[config.mk]
export PLATFORM = sky130hd
export DESIGN_NAME = half_single_float_converter_core
export DESIGN_NICKNAME = d
export VERILOG_FILES = /design/src/hdl/hsfc_pkg.sv /design/src/hdl/hsfc_front.sv /design/src/hdl/hsfc_classify.sv /design/src/hdl/hsfc_pack.sv /design/src/hdl/half_single_float_converter_core.sv
export SDC_FILE = /design/constraint.sdc
export NUM_CORES = 1
export LEC_CHECK = 0
export BUFFER_PORTS_ARGS = -buffer_cell sky130_fd_sc_hd__buf_2
export CAP_MARGIN = 20
export CELL_PAD_IN_SITES_DETAIL_PLACEMENT = 1
export CELL_PAD_IN_SITES_GLOBAL_PLACEMENT = 2
export CORE_ASPECT_RATIO = 0.6
export CORE_UTILIZATION = 40
export DETAILED_ROUTE_END_ITERATION = 8
export PLACE_DENSITY = 0.93
export SLEW_MARGIN = 30
export SYNTH_ARGS = -nofsm -noshare
export SYNTH_HDL_FRONTEND = slang
export SYNTH_SLANG_ARGS = --single-unit
[constraint.sdc]
create_clock -name clock -period 5.1 [get_ports clock]
set_input_delay 0.765 -clock clock [delete_from_list [all_inputs] [get_ports clock]]
set_output_delay 0.765 -clock clock [all_outputs]
set_load 0.1 [all_outputs]
[src/hdl/hsfc_pkg.sv]
`timescale 1ns / 1ps

package hsfc_pkg;

   localparam logic [7:0]  SGL_BIAS_ADJ   = 8'd112;
   localparam logic [7:0]  SGL_SUB_BASE   = 8'd103;
   localparam logic [7:0]  SGL_INF_EXP    = 8'hFF;
   localparam logic [4:0]  HALF_INF_EXP   = 5'h1F;
   localparam logic [4:0]  HALF_EXP_MAX   = 5'h1F;
   localparam logic [7:0]  HALF_OVF_EXP   = 8'd142;
   localparam logic [7:0]  HALF_MIN_EXP   = 8'd112;
   localparam logic [7:0]  SUB_SHIFT_BASE = 8'd125;
   localparam logic [7:0]  SHIFT_CAP      = 8'd31;
   localparam logic [30:0] RND_HALF_ULP   = 31'h0000_1000;
   localparam logic [30:0] SGL_INF_MAG    = 31'h7F80_0000;
   localparam logic [23:0] SUB_MANT_ADD   = 24'h7F_F000;
   localparam logic [9:0]  QNAN_BIT       = 10'h200;
   localparam logic [3:0]  HALF_MANT_W    = 4'd10;

   typedef enum logic [1:0] {
      HCLS_ZERO,
      HCLS_SUB,
      HCLS_NORM,
      HCLS_MAX
   } hcls_type;

   typedef enum logic [2:0] {
      CLS_ZERO,
      CLS_NORM,
      CLS_SUB,
      CLS_INF,
      CLS_NAN
   } cls_type;

   typedef struct packed {
      logic        dir;
      logic        sign;
      logic        nan;
      hcls_type    hcls;
      logic [3:0]  lead;
      logic [7:0]  expo;
      logic [22:0] mant;
   } s1_type;

   typedef struct packed {
      logic        dir;
      logic        sign;
      cls_type     cls;
      logic [7:0]  expo;
      logic [23:0] mant;
      logic [4:0]  amt;
   } s2_type;

endpackage

[src/hdl/hsfc_front.sv]
`timescale 1ns / 1ps

module hsfc_front (
   input  logic                clock,
   input  logic                reset,
   input  logic                in_valid,
   output logic                in_ready,
   input  logic                in_dir,
   input  logic [31:0]         in_value,
   output logic                out_valid,
   input  logic                out_ready,
   output hsfc_pkg::s1_type    out_data
);

   logic             valid_ff;
   hsfc_pkg::s1_type data_ff;
   hsfc_pkg::s1_type data_in;
   logic [30:0]      rnd;
   logic [4:0]       hexp;
   logic [9:0]       hmant;
   logic [3:0]       lead;

   always_comb begin
      rnd   = in_value[30:0] + hsfc_pkg::RND_HALF_ULP;
      hexp  = in_value[14:10];
      hmant = in_value[9:0];
      lead  = 4'd0;
      for (int i = 0; i < 10; i++) begin
         if (hmant[i]) begin
            lead = 4'(i);
         end
      end

      data_in.dir  = in_dir;
      data_in.lead = lead;
      if (!in_dir) begin
         data_in.sign = in_value[15];
         data_in.nan  = 1'b0;
         data_in.expo = {3'b000, hexp};
         data_in.mant = {13'd0, hmant};
         if (hexp == hsfc_pkg::HALF_EXP_MAX) begin
            data_in.hcls = hsfc_pkg::HCLS_MAX;
         end else if (hexp != 5'd0) begin
            data_in.hcls = hsfc_pkg::HCLS_NORM;
         end else if (hmant != 10'd0) begin
            data_in.hcls = hsfc_pkg::HCLS_SUB;
         end else begin
            data_in.hcls = hsfc_pkg::HCLS_ZERO;
         end
      end else begin
         data_in.sign = in_value[31];
         data_in.nan  = (in_value[30:0] > hsfc_pkg::SGL_INF_MAG);
         data_in.hcls = hsfc_pkg::HCLS_ZERO;
         data_in.expo = rnd[30:23];
         data_in.mant = data_in.nan ? in_value[22:0] : rnd[22:0];
      end
   end

   assign in_ready  = !valid_ff || out_ready;
   assign out_valid = valid_ff;
   assign out_data  = data_ff;

   always_ff @(posedge clock) begin
      if (reset) begin
         valid_ff <= 1'b0;
      end else if (in_ready) begin
         valid_ff <= in_valid;
      end
      if (in_ready && in_valid) begin
         data_ff <= data_in;
      end
   end

endmodule

[src/hdl/hsfc_classify.sv]
`timescale 1ns / 1ps

module hsfc_classify (
   input  logic                clock,
   input  logic                reset,
   input  logic                in_valid,
   output logic                in_ready,
   input  hsfc_pkg::s1_type    in_data,
   output logic                out_valid,
   input  logic                out_ready,
   output hsfc_pkg::s2_type    out_data
);

   logic             valid_ff;
   hsfc_pkg::s2_type data_ff;
   hsfc_pkg::s2_type data_in;
   logic [3:0]       lshift;
   logic [9:0]       hnorm;
   logic [7:0]       nexp;
   logic [7:0]       diff;

   always_comb begin
      lshift = hsfc_pkg::HALF_MANT_W - in_data.lead;
      hnorm  = in_data.mant[9:0] << lshift;
      nexp   = in_data.expo - hsfc_pkg::HALF_MIN_EXP;
      diff   = hsfc_pkg::SUB_SHIFT_BASE - in_data.expo;

      data_in.dir  = in_data.dir;
      data_in.sign = in_data.sign;
      data_in.amt  = 5'd0;
      data_in.expo = 8'd0;
      data_in.mant = 24'd0;
      data_in.cls  = hsfc_pkg::CLS_ZERO;
      if (!in_data.dir) begin
         case (in_data.hcls)
            hsfc_pkg::HCLS_MAX: begin
               if (in_data.mant[9:0] != 10'd0) begin
                  data_in.cls  = hsfc_pkg::CLS_NAN;
                  data_in.mant = {14'd0, in_data.mant[9:0] | hsfc_pkg::QNAN_BIT};
               end else begin
                  data_in.cls  = hsfc_pkg::CLS_INF;
               end
            end
            hsfc_pkg::HCLS_NORM: begin
               data_in.cls  = hsfc_pkg::CLS_NORM;
               data_in.expo = in_data.expo + hsfc_pkg::SGL_BIAS_ADJ;
               data_in.mant = {14'd0, in_data.mant[9:0]};
            end
            hsfc_pkg::HCLS_SUB: begin
               data_in.cls  = hsfc_pkg::CLS_NORM;
               data_in.expo = hsfc_pkg::SGL_SUB_BASE + {4'd0, in_data.lead};
               data_in.mant = {14'd0, hnorm};
            end
            default: begin
               data_in.cls  = hsfc_pkg::CLS_ZERO;
            end
         endcase
      end else begin
         if (in_data.nan) begin
            data_in.cls  = hsfc_pkg::CLS_NAN;
            data_in.mant = {14'd0, in_data.mant[22:13] | hsfc_pkg::QNAN_BIT};
         end else if (in_data.expo > hsfc_pkg::HALF_OVF_EXP) begin
            data_in.cls  = hsfc_pkg::CLS_INF;
         end else if (in_data.expo > hsfc_pkg::HALF_MIN_EXP) begin
            data_in.cls  = hsfc_pkg::CLS_NORM;
            data_in.expo = {3'b000, nexp[4:0]};
            data_in.mant = {14'd0, in_data.mant[22:13]};
         end else begin
            data_in.cls  = hsfc_pkg::CLS_SUB;
            data_in.mant = {1'b0, in_data.mant} + hsfc_pkg::SUB_MANT_ADD;
            data_in.amt  = (diff > hsfc_pkg::SHIFT_CAP) ? hsfc_pkg::SHIFT_CAP[4:0] : diff[4:0];
         end
      end
   end

   assign in_ready  = !valid_ff || out_ready;
   assign out_valid = valid_ff;
   assign out_data  = data_ff;

   always_ff @(posedge clock) begin
      if (reset) begin
         valid_ff <= 1'b0;
      end else if (in_ready) begin
         valid_ff <= in_valid;
      end
      if (in_ready && in_valid) begin
         data_ff <= data_in;
      end
   end

endmodule

[src/hdl/hsfc_pack.sv]
`timescale 1ns / 1ps

module hsfc_pack (
   input  logic                clock,
   input  logic                reset,
   input  logic                in_valid,
   output logic                in_ready,
   input  hsfc_pkg::s2_type    in_data,
   output logic                out_valid,
   input  logic                out_ready,
   output logic [31:0]         out_value
);

   logic        valid_ff;
   logic [31:0] value_ff;
   logic [31:0] value_in;
   logic [23:0] shifted;
   logic [24:0] rsum;
   logic [23:0] rhalf;

   always_comb begin
      shifted = in_data.mant >> in_data.amt;
      rsum    = {1'b0, shifted} + 25'd1;
      rhalf   = rsum[24:1];
      if (!in_data.dir) begin
         case (in_data.cls)
            hsfc_pkg::CLS_NORM: begin
               value_in = {in_data.sign, in_data.expo, in_data.mant[9:0], 13'd0};
            end
            hsfc_pkg::CLS_INF: begin
               value_in = {in_data.sign, hsfc_pkg::SGL_INF_EXP, 23'd0};
            end
            hsfc_pkg::CLS_NAN: begin
               value_in = {in_data.sign, hsfc_pkg::SGL_INF_EXP, in_data.mant[9:0], 13'd0};
            end
            default: begin
               value_in = {in_data.sign, 31'd0};
            end
         endcase
      end else begin
         case (in_data.cls)
            hsfc_pkg::CLS_NORM: begin
               value_in = {16'd0, in_data.sign, in_data.expo[4:0], in_data.mant[9:0]};
            end
            hsfc_pkg::CLS_INF: begin
               value_in = {16'd0, in_data.sign, hsfc_pkg::HALF_INF_EXP, 10'd0};
            end
            hsfc_pkg::CLS_NAN: begin
               value_in = {16'd0, in_data.sign, hsfc_pkg::HALF_INF_EXP, in_data.mant[9:0]};
            end
            hsfc_pkg::CLS_SUB: begin
               value_in = {16'd0, in_data.sign, rhalf[14:0]};
            end
            default: begin
               value_in = {16'd0, in_data.sign, 15'd0};
            end
         endcase
      end
   end

   assign in_ready  = !valid_ff || out_ready;
   assign out_valid = valid_ff;
   assign out_value = value_ff;

   always_ff @(posedge clock) begin
      if (reset) begin
         valid_ff <= 1'b0;
      end else if (in_ready) begin
         valid_ff <= in_valid;
      end
      if (in_ready && in_valid) begin
         value_ff <= value_in;
      end
   end

endmodule

[src/hdl/half_single_float_converter_core.sv]
`timescale 1ns / 1ps
// Channel   Direction  Handshake               Payload
// req       in         req_tvalid/req_tready   tdata: value_in, tuser: req_type
// rsp       out        rsp_tvalid/rsp_tready   tdata: value_out
//
// Three register stages: round add and leading-one search, classify and
// normalise, final shift/round and pack. One word a clock while rsp is not stalled.
// Synchronous active-high reset empties every stage; payload is not reset.
// A stalled rsp holds each stage in place; a stage refills as soon as it drains.

module half_single_float_converter_core (
   input  logic        clock,
   input  logic        reset,
   input  logic        req_tvalid,
   output logic        req_tready,
   input  logic [31:0] req_tdata,   // [31:0] value_in
   input  logic [0:0]  req_tuser,   // [0] req_type
   output logic        rsp_tvalid,
   input  logic        rsp_tready,
   output logic [31:0] rsp_tdata    // [31:0] value_out
);

   logic             st1_valid;
   logic             st1_ready;
   hsfc_pkg::s1_type st1_data;
   logic             st2_valid;
   logic             st2_ready;
   hsfc_pkg::s2_type st2_data;

   hsfc_front u_front (
      .clock     (clock),
      .reset     (reset),
      .in_valid  (req_tvalid),
      .in_ready  (req_tready),
      .in_dir    (req_tuser[0]),
      .in_value  (req_tdata),
      .out_valid (st1_valid),
      .out_ready (st1_ready),
      .out_data  (st1_data)
   );

   hsfc_classify u_classify (
      .clock     (clock),
      .reset     (reset),
      .in_valid  (st1_valid),
      .in_ready  (st1_ready),
      .in_data   (st1_data),
      .out_valid (st2_valid),
      .out_ready (st2_ready),
      .out_data  (st2_data)
   );

   hsfc_pack u_pack (
      .clock     (clock),
      .reset     (reset),
      .in_valid  (st2_valid),
      .in_ready  (st2_ready),
      .in_data   (st2_data),
      .out_valid (rsp_tvalid),
      .out_ready (rsp_tready),
      .out_value (rsp_tdata)
   );

`ifndef ASSERT_OFF
   a_stall_full: assert property (@(posedge clock) disable iff (reset)
      !req_tready |-> st1_valid && st2_valid && rsp_tvalid)
      else $error("input stalled with an empty stage");

   a_sub_dir: assert property (@(posedge clock) disable iff (reset)
      st2_valid && st2_data.cls == hsfc_pkg::CLS_SUB |-> st2_data.dir)
      else $error("subnormal rounding class on half to single word");

   a_h2s_exp: assert property (@(posedge clock) disable iff (reset)
      st2_valid && !st2_data.dir && st2_data.cls == hsfc_pkg::CLS_NORM
      |-> st2_data.expo != 8'd0 && st2_data.expo != hsfc_pkg::SGL_INF_EXP)
      else $error("widened exponent out of normal range");
`endif

endmodule

Word-level counts from Yosys, hierarchy flattened
Cells that the tools add are included.

storage, ports and cells
  bits in registers = 117
  bits of input ports = 37
  output and inout bits = 34
  logic and storage cells = 91

cells by class
  $add $sub $neg = 8
  magnitude comparators = 4
  equality and inequality tests = 8
  shift operators = 2
  multiplexer cells = 33
  bitwise gates (word level) = 1
  reduce and logical (&&, ||, !) cells = 15

operator list
  operator                                                               count
  31-bit one-hot mux with 3 select lines                                 1
  15-bit one-hot mux with 4 select lines                                 1
  24-bit two-way mux                                                     2
  37-bit two-way mux                                                     1
  35-bit two-way mux                                                     1
  32-bit two-way mux                                                     1
  31-bit by 13-bit adder with 31-bit output (second input constant)      1
  31-bit > comparator (second input constant)                            1
  10-bit one-hot mux with 3 select lines                                 1
  28-bit two-way mux                                                     1
  23-bit by 23-bit adder with 24-bit output (second input constant)      1
  24-bit by 5-bit right shift with 16-bit output                         1
  23-bit two-way mux                                                     1
  3-bit two-way mux                                                      7
  10-bit nonzero test                                                    2
  16-bit by 1-bit adder with 16-bit output (second input constant)       1
  8-bit one-hot mux with 2 select lines                                  1
  5-bit two-way mux                                                      3
  10-bit two-way mux                                                     1
  2-bit two-way mux                                                      5
  10-bit by 4-bit left shift with 10-bit output                          1
  7-bit by 4-bit adder with 8-bit output (first input constant)          1
  8-bit by 7-bit adder with 8-bit output (second input constant)         1
  8-bit by 5-bit > comparator with 1-bit output (second input constant)  1
  22 further kinds                                                       33

Longest topological paths before layout
Gate-level depths: netlist of the first run.

  depth after elaboration = 8
  gate-level depth with buffers = 14
  gate-level depth less buffers = 10

Cells and area by module
A second synthesis of the first run with hierarchy kept.

second synthesis, totals
  cells, all modules = 721
  area, all modules = 7855.0 µm²

by module, submodules not included
  module         times used  cells each  area each (µm²)  sequential area each (µm²)
  hsfc_pack      1           308         3126.7           980.9
  hsfc_classify  1           247         2741.4           1281.2
  hsfc_front     1           166         1986.9           1221.2

Worst setup path after synthesis of the first run
No wires, ideal clock.

  path type = reg-to-reg
  from = reg u_pack.valid_ff (netlist: u_pack.out_valid)
  to = reg u_classify.data_ff (netlist bit u_classify.out_data[0]), enable pin
  setup time = 506 ps
  data arrival time = 4070 ps
  required time = 4594 ps
  slack = 524 ps
  stages on the path, launching flop included = 3
  path buffers = 0
  clock period less this slack = 4576 ps
  cell sequence = dfxtp_1 -> nor2b_1 -> a21boi_0

on the way
  cells in the longest elaborated chain, start to end = 4

RTL lines
  item                    line                 RTL
  start, declared         hsfc_pack.sv:14      logic valid_ff;
  start signal, assigned  hsfc_pack.sv:69      valid_ff <= in_valid;
  1-bit logical NOT       hsfc_pack.sv:61      assign in_ready = !valid_ff || out_ready;
  1-bit logical OR        hsfc_pack.sv:61
  1-bit logical OR        hsfc_classify.sv:76  assign in_ready = !valid_ff || out_ready;
  1-bit logical AND       hsfc_classify.sv:86  if (in_ready && in_valid) begin
  end signal, assigned    hsfc_classify.sv:87  data_ff <= data_in;
  end, declared           hsfc_classify.sv:15  hsfc_pkg::s2_type data_ff;

No other way between the ends.
A chain may end at the register's enable or synchronous reset.

Final worst setup path of the first run
  from = reg u_classify.data_ff (netlist bit u_classify.out_data[0])
  to = reg u_pack.value_ff[13] (netlist: u_pack.out_value[13]), data pin

on the way
  cells in the longest elaborated chain, start to end = 4

RTL lines
  item                                            line             RTL
  24-bit by 5-bit right shift with 16-bit output  hsfc_pack.sv:22  shifted = in_data.mant >> in_data.amt;
  16-bit by 1-bit adder with 16-bit output        hsfc_pack.sv:23  rsum = {1'b0, shifted} + 25'd1;
  15-bit one-hot mux with 4 select lines          hsfc_pack.sv:41  case (in_data.cls)
  32-bit two-way mux                              hsfc_pack.sv:25  if (!in_data.dir) begin
  net u_pack.value_in[13]                         hsfc_pack.sv:16  logic [31:0] value_in;
  end signal, assigned                            hsfc_pack.sv:72  value_ff <= value_in;
  end, declared                                   hsfc_pack.sv:15  logic [31:0] value_ff;

The timed path passes the listed nets, and every way through them passes these cells.

==> qor.yml, run 1 <==
sta:
  slew_violations: 0
  final.period_utilization: 0.733
  rsz0062_at_grt: "false"
  fin_hold_ws_ns: 0.431
  fmax_mhz: 268
  finClkSkew_ns: 0.0110
  setup_viol: 0
  max_slew_margin: 0.466
  tightest_slew_ns: 0.801
  finalCriticalPeriod_ns: 3.74
  setup_tns_ns: 0
  hold_viol: 0
critical_path:
  ff2ff_setup_slack_ns: 1.36
  timing.rr.end: "u_pack.out_value[13]"
  worstPathMaxFanout: 14
  rr_startpoint: "u_classify.out_data[0]"
  slowest_delay_ns: 0.76
  cpMostUsedCell: "buf_4"
  crit_arrival_ns: 3.92
  cp.depth: 11
  r2r_cells: 11
  cp.required_ns: 5.28
  end_kind: "flop"
  cp_cell_sequence: "buf_8 -> buf_4 -> buf_4 -> mux2_2 -> a221oi_1 -> a311oi_4 -> o22ai_2 -> nor4_4 -> nand4_1 -> xnor2_1 -> a41o_1"
  cp.buffers_inverters: 3
  cpMaxStageDelayCell: "edfxtp_1"
  cp-endpoint: "u_pack.out_value[13]"
  crit_type: "flop to flop"
  start_kind: "flop"
  crit_family: "compound AO/OA/AOI/OAI gates"
  cp-startpoint: "u_classify.out_data[0]"
grt:
  grtUsageTotal: 0.237
  grt_pass1_vias: 6296
  gr-usage-met1: 0.330
  grt_overflow: 0
  top_usage_layer: "met2"
  grt_pass1_wl_um: 35600
  grt_max_degree: 43
  antenna_found_initial: 0
  groute.layer.met2.usage: 0.355
  grt_util_met3: 0.0631
logic_synthesis:
  yosysWarnings: 0
  synth_top_area_frac: 0.440
  synth_top_flop_cell: "edfxtp_1"
  synth_area_per_cell_um2: 10.7
  ys_ff_latch: 117
  netlist_instances: 725
  ys_seq_area_frac: 0.448
  syn-num-nets: 776
  synth_edf_count: 114
  synth_area_leaders: "edfxtp_1 44%, mux4_1 4.4%, nand2_1 3.3%"
  synthesis.area_um2: 7780
  synthArstFlopShare: 0
  yosysTopAreaCell: "edfxtp_1"
  ys_types: 80
finish:
  multi_input_area_um2: 4040
  layout_commonest_cell: "edfxtp_1"
  fin_nets: 842
  seqCellArea_um2: 3480
  diodes: 0
  nFillCells: 2066
  fin_cells: 1050
  drive_above_1_share: 0.189
  syn2layout_area_growth_pct: 15.3
  final_cell_mix: "114 x edfxtp_1, 70 x buf_2, 69 x nand2_1"
floorplan:
  io_pins: 71
  die_h_um: 110
  core_um2: 19000
  dieWidth_um: 182
  die_area_um2: 20000
  rows: 39
  start_util: 0.409
place:
  dp_hpwl_um: 16400
  portBuffers: 70
  dp.cells: 1017
  gp_routability_congestion: 0.957
clock_tree:
  cts_root_buf: "clkbuf_16"
  cts_sinks: 117
  cts_tree: "done"
  numCtsBuffers: 17
  h-tree-depth: 4
  cts_setup_buffers: 0
  worstSkewPairLatency_ns: 0.43
  clk_path_buf_depth: 2
  ctsHoldBuffers: 0
  path_clk_slew_ns: 0.06
  cts.repair.resized: 0
pwr:
  p_leak_nw: 3.21
  vdd_ir_drop_max_mv: 0.239
  powerDensity_nw_per_um2: 340
min_path:
  hold_class: "flop to flop"
  worstHoldPathCells: 0
detailed_routing:
  vias: 6271
  drtPass1Iterations: 5
  drtAntennaViolNets: 0
  drt-vias-per-instance: 5.97
  drt-total-wl_um: 22600
  drc: 0
  drt-initial-drc-count: 562
  routedWlPerCell_um: 21.5
run_status:
  status: "finished clean"
run:
  drv_cap: 0
## layer usage
metal,vias to the layer above,share of wire
met1,3092,0.47
met5,-,0
met2,258,0.43
met4,0,0.021
met3,39,0.079
li1,2882,-
## stage by stage
stage          power (mW)  setup WS (ns)  instance area (µm²)   util
2_1_floorplan        1.61          0.524                 7780      -
6_report             3.05           1.36                 8970  0.471
3_3_place_gp         1.76           1.37                 8340  0.438
3_5_place_dp         1.77           1.20                 8340  0.438
5_1_grt              3.15           1.18                 8970  0.471
4_1_cts              3.05           1.17                 8950  0.471
## power breakdown
part	internal [mW]	switching, mW	leakage (nW)
sequential	1.13	0.0918	1.06
clock	0.784	0.494	0.300
combinational	0.198	0.350	1.85
## worst min-delay path by stage
stage                                    start                       to
after floorplan           u_front.out_data[38]  u_classify.out_data[40]
after global placement    u_front.out_data[38]  u_classify.out_data[40]
after detailed placement  u_front.out_data[38]  u_classify.out_data[40]
after CTS                 u_front.out_data[38]  u_classify.out_data[40]
after global routing      u_front.out_data[38]  u_classify.out_data[40]
final                     u_front.out_data[38]  u_classify.out_data[40]
## logic make-up (layout without fill, tap and decap cells)
kind of cell | after synthesis | in the layout | share of synthesized area
compound gates | 157 | 157 | 0.137
xor+xnor | 46 | 46 | 0.0518
mux | 64 | 64 | 0.125
flops | 117 | 117 | 0.448
fa+ha+maj | 14 | 14 | 0.0225
simple gates | 272 | 272 | 0.180
buf+inv | 55 | 134 | 0.0359
## state kept, by name (all words and copies together) (netlist names)
register,flops
u_pack.out_valid,1
u_classify.out_data,42
u_front.out_valid,1
u_classify.out_valid,1
u_pack.out_value,32
u_front.out_data,40
## worst register-to-register path, cell delays in order, from the launching register on
cell	delay, ns
edfxtp_1	0.76
buf_8	0.25
buf_4	0.20
buf_4	0.20
mux2_2	0.24
a221oi_1	0.14
a311oi_4	0.36
o22ai_2	0.17
nor4_4	0.54
nand4_1	0.21
xnor2_1	0.17
a41o_1	0.27
## synthesized netlist by cell type, types with 6 or more instances
library cell,number
nand4_1,7
mux4_2,7
ha_1,14
mux2_2,14
and3_1,9
mux2i_1,24
nor4_1,8
nand2_1,69
mux4_1,13
a31oi_1,6
or3_1,6
nand2b_1,6
nor3_1,14
nand3_1,19
xor2_1,20
a21oi_1,41
xnor2_1,26
and2_1,26
nor2b_1,15
edfxtp_1,114
nor2_1,64
clkbuf_1,20
inv_1,20
a22oi_1,11
o21ai_0,35
a211oi_1,6
o22ai_1,7
## final cells by class
type                            instances  area share
Sequential cell                       117       0.388
Timing Repair Buffer                   80      0.0483
Clock buffer                           18      0.0478
Tap cell                              246      0.0343
Clock inverter                         14      0.0212
Inverter                               22     0.00921
Multi-Input combinational cell        553       0.451
(Power assumes the default switching activity.)
==> inputs of run 2 (changes only) <==
CORE_UTILIZATION = 36   (was 40)
PLACE_DENSITY = 0.89   (was 0.93)
clock period = 3.2 ns   (was 5.1 ns; I/O delays follow)
==> run 2 against run 1 <==
Routed wire length grew 7.5%. Sequential power up 59%. Final cell count grew 5.4%. Via count rose by 3.1%. Die area grew 11%. Critical path depth is the same. Worst setup slack got worse by 1.3 ns. Highest routed layer unchanged. Largest cell class unchanged.
==> qor.yml, run 2 (synthesized netlist as in run 1, its figures left out) <==
critical_path:
  slowest_delay_ns: 0.52  # -0.24 ns
  start_kind: "flop"
  cpMaxStageDelayCell: "or4b_1"
  crit_family: "simple AND/OR/NAND/NOR gates"
  cpMostUsedCell: "buf_4"
  cp.depth: 11  # unchanged
  end_kind: "flop"
  cp_cell_sequence: "buf_4 -> clkbuf_16 -> or4b_1 -> a21o_1 -> a21oi_1 -> o22ai_1 -> nor4_4 -> buf_4 -> nand4_1 -> xor2_1 -> o221ai_1"
  worstPathMaxFanout: 20  # +6
  cp.buffers_inverters: 3  # unchanged
  crit_type: "flop to flop"
  crit_arrival_ns: 3.30  # -0.62 ns
  cp.required_ns: 3.35  # -1.93 ns
  r2r_cells: 11  # unchanged
clock_tree:
  clk_path_buf_depth: 2  # unchanged
  cts_root_buf: "clkbuf_16"
  worstSkewPairLatency_ns: 0.42  # about the same
  h-tree-depth: 4  # unchanged
  path_clk_slew_ns: 0.06  # about the same
  cts_sinks: 117  # unchanged
  cts_tree: "done"
  numCtsBuffers: 17  # unchanged
finish:
  nFillCells: 2310  # +12%
  final_cell_mix: "114 x edfxtp_1, 70 x buf_2, 69 x nand2_1"
  multi_input_area_um2: 4080  # +0.90%
  largest_reg_flops: 42  # unchanged
  drive_above_1_share: 0.216  # +0.0271
  syn2layout_area_growth_pct: 18.9
  final_area_um2: 9240  # +3.1%
  diodes: 0  # unchanged
  seqCellArea_um2: 3480  # unchanged
  layout_commonest_cell: "edfxtp_1"
  fin_util: 0.438  # -0.0329
  fin_nets: 866  # +2.9%
sta:
  setup_viol: 0  # unchanged
  rsz0062_at_grt: "true"
  hold_viol: 0  # unchanged
  slew_violations: 0  # unchanged
  finalCriticalPeriod_ns: 3.16  # -0.582 ns
  final.period_utilization: 0.986  # +0.253
  fin_hold_ws_ns: 0.251  # -0.180 ns
  setup_ws_ns: 0.0448  # -1.32 ns
  max_slew_margin: 0.451  # -0.0154
  fmax_mhz: 317  # +18%
  finClkSkew_ns: 0.0124  # +0.00137 ns
  tightest_slew_ns: 0.815  # +0.0145 ns
place:
  place_ws_ns: 0.152  # -1.05 ns
  place_area_um2: 8510  # +2.1%
  dp_hpwl_um: 17500  # +6.3%
  gp_routability_congestion: 0.957  # about the same
  portBuffers: 70  # unchanged
pwr:
  power_mw: 4.72  # +55%
  p_leak_nw: 3.34  # +3.9%
  vdd_ir_drop_max_mv: 0.347  # +46%
  powerDensity_nw_per_um2: 511  # +50%
detailed_routing:
  drc: 0  # unchanged
  drtPass1Iterations: 5  # unchanged
  routedWlPerCell_um: 22.0  # +1.9%
  drt-initial-drc-count: 614  # +9.3%
  drtAntennaViolNets: 0  # unchanged
  vias: 6468  # +3.1%
  drt-vias-per-instance: 5.84  # -2.2%
  drt-total-wl_um: 24300  # +7.5%
run:
  drv_cap: 0  # unchanged
floorplan:
  io_pins: 71  # unchanged
  rows: 41  # +5.1%
  die_h_um: 116  # +5.3%
  die_area_um2: 22200  # +11%
  core_um2: 21100  # +11%
  start_util: 0.369  # -0.0398
  dieWidth_um: 192  # +5.4%
min_path:
  hold_class: "primary input to flop"
  worstHoldPathCells: 2  # +2
grt:
  antenna_found_initial: 1  # +1
  grtUsageTotal: 0.218  # -0.0182
  grt_overflow: 0  # unchanged
  grt_pass1_wl_um: 36400  # +2.2%
  grt_pass1_vias: 6263  # -0.52%
  grt_max_degree: 43  # unchanged
run_status:
  status: "finished clean"
[run 2: cell count changes in the layout (fill, tap and decap cells not counted), sizes merged]
cell,delta
clkinvlp,+2
inv,-6
buf,+21
bufinv,-1
clkinv,+5
clkbuf,+3
[run 2: final timing paths]
path / from / slack (ns) / endpoint
hold / removal: reset / 0.25 / u_front.out_valid
hold reg to reg: u_front.out_data[38] / 0.45 / u_classify.out_data[40]
setup / recovery: u_classify.out_data[0] / 0.04 / u_pack.out_value[14]
setup reg to reg: u_classify.out_data[0] / 0.04 / u_pack.out_value[14]
[run 2: metal layers]
| metal | part of all wire | global-route usage | up-vias |
|---|---|---|---|
| li1 | - | - | 2939 |
| met5 | 0 | 0 | - |
| met2 | 0.44 | 0.325 | 281 |
| met3 | 0.083 | 0.0415 | 31 |
| met1 | 0.46 | 0.321 | 3217 |
| met4 | 0.014 | 0.0640 | 0 |
[run 2: cell type report]
class / count / area share
multi-input combinational: 553 / 0.441
timing repair buffer: 104 / 0.0739
tap: 279 / 0.0378
inverter: 22 / 0.00893
clock inverter: 14 / 0.0148
sequential: 117 / 0.377
clock buffer: 18 / 0.0464
[run 2: report_power, final]
part	total, mW	internal, mW	switching [mW]
clock	1.84	1.14	0.699
combinational	0.947	0.351	0.596
sequential	1.94	1.80	0.136
total	4.72	3.29	1.43
[run 2: worst register-to-register path: cells and delay by family, from the launching register on]
family	cells	cell delay (ns)
flops	1	0.36
buf+inv	3	0.60
simple gates	3	0.99
compound gates	4	0.67
xor+xnor	1	0.26
[run 2: timing repair]
| action | CTS | global route |
|---|---|---|
| hold buffers | 0 | 0 |
| endpoints found under the setup margin | 0 | 5 |
| resized for setup | 0 | 6 |
| buffers inserted | 0 | 7 |
[run 2: per-stage QoR]
| step | cells | setup TNS, ns |
|---|---|---|
| after global routing | 1107 | -0.212 |
| after global placement | 1065 | 0 |
| final | 1107 | 0 |
| after floorplan | 725 | 0 |
| after detailed placement | 1065 | 0 |
| after CTS | 1097 | 0 |
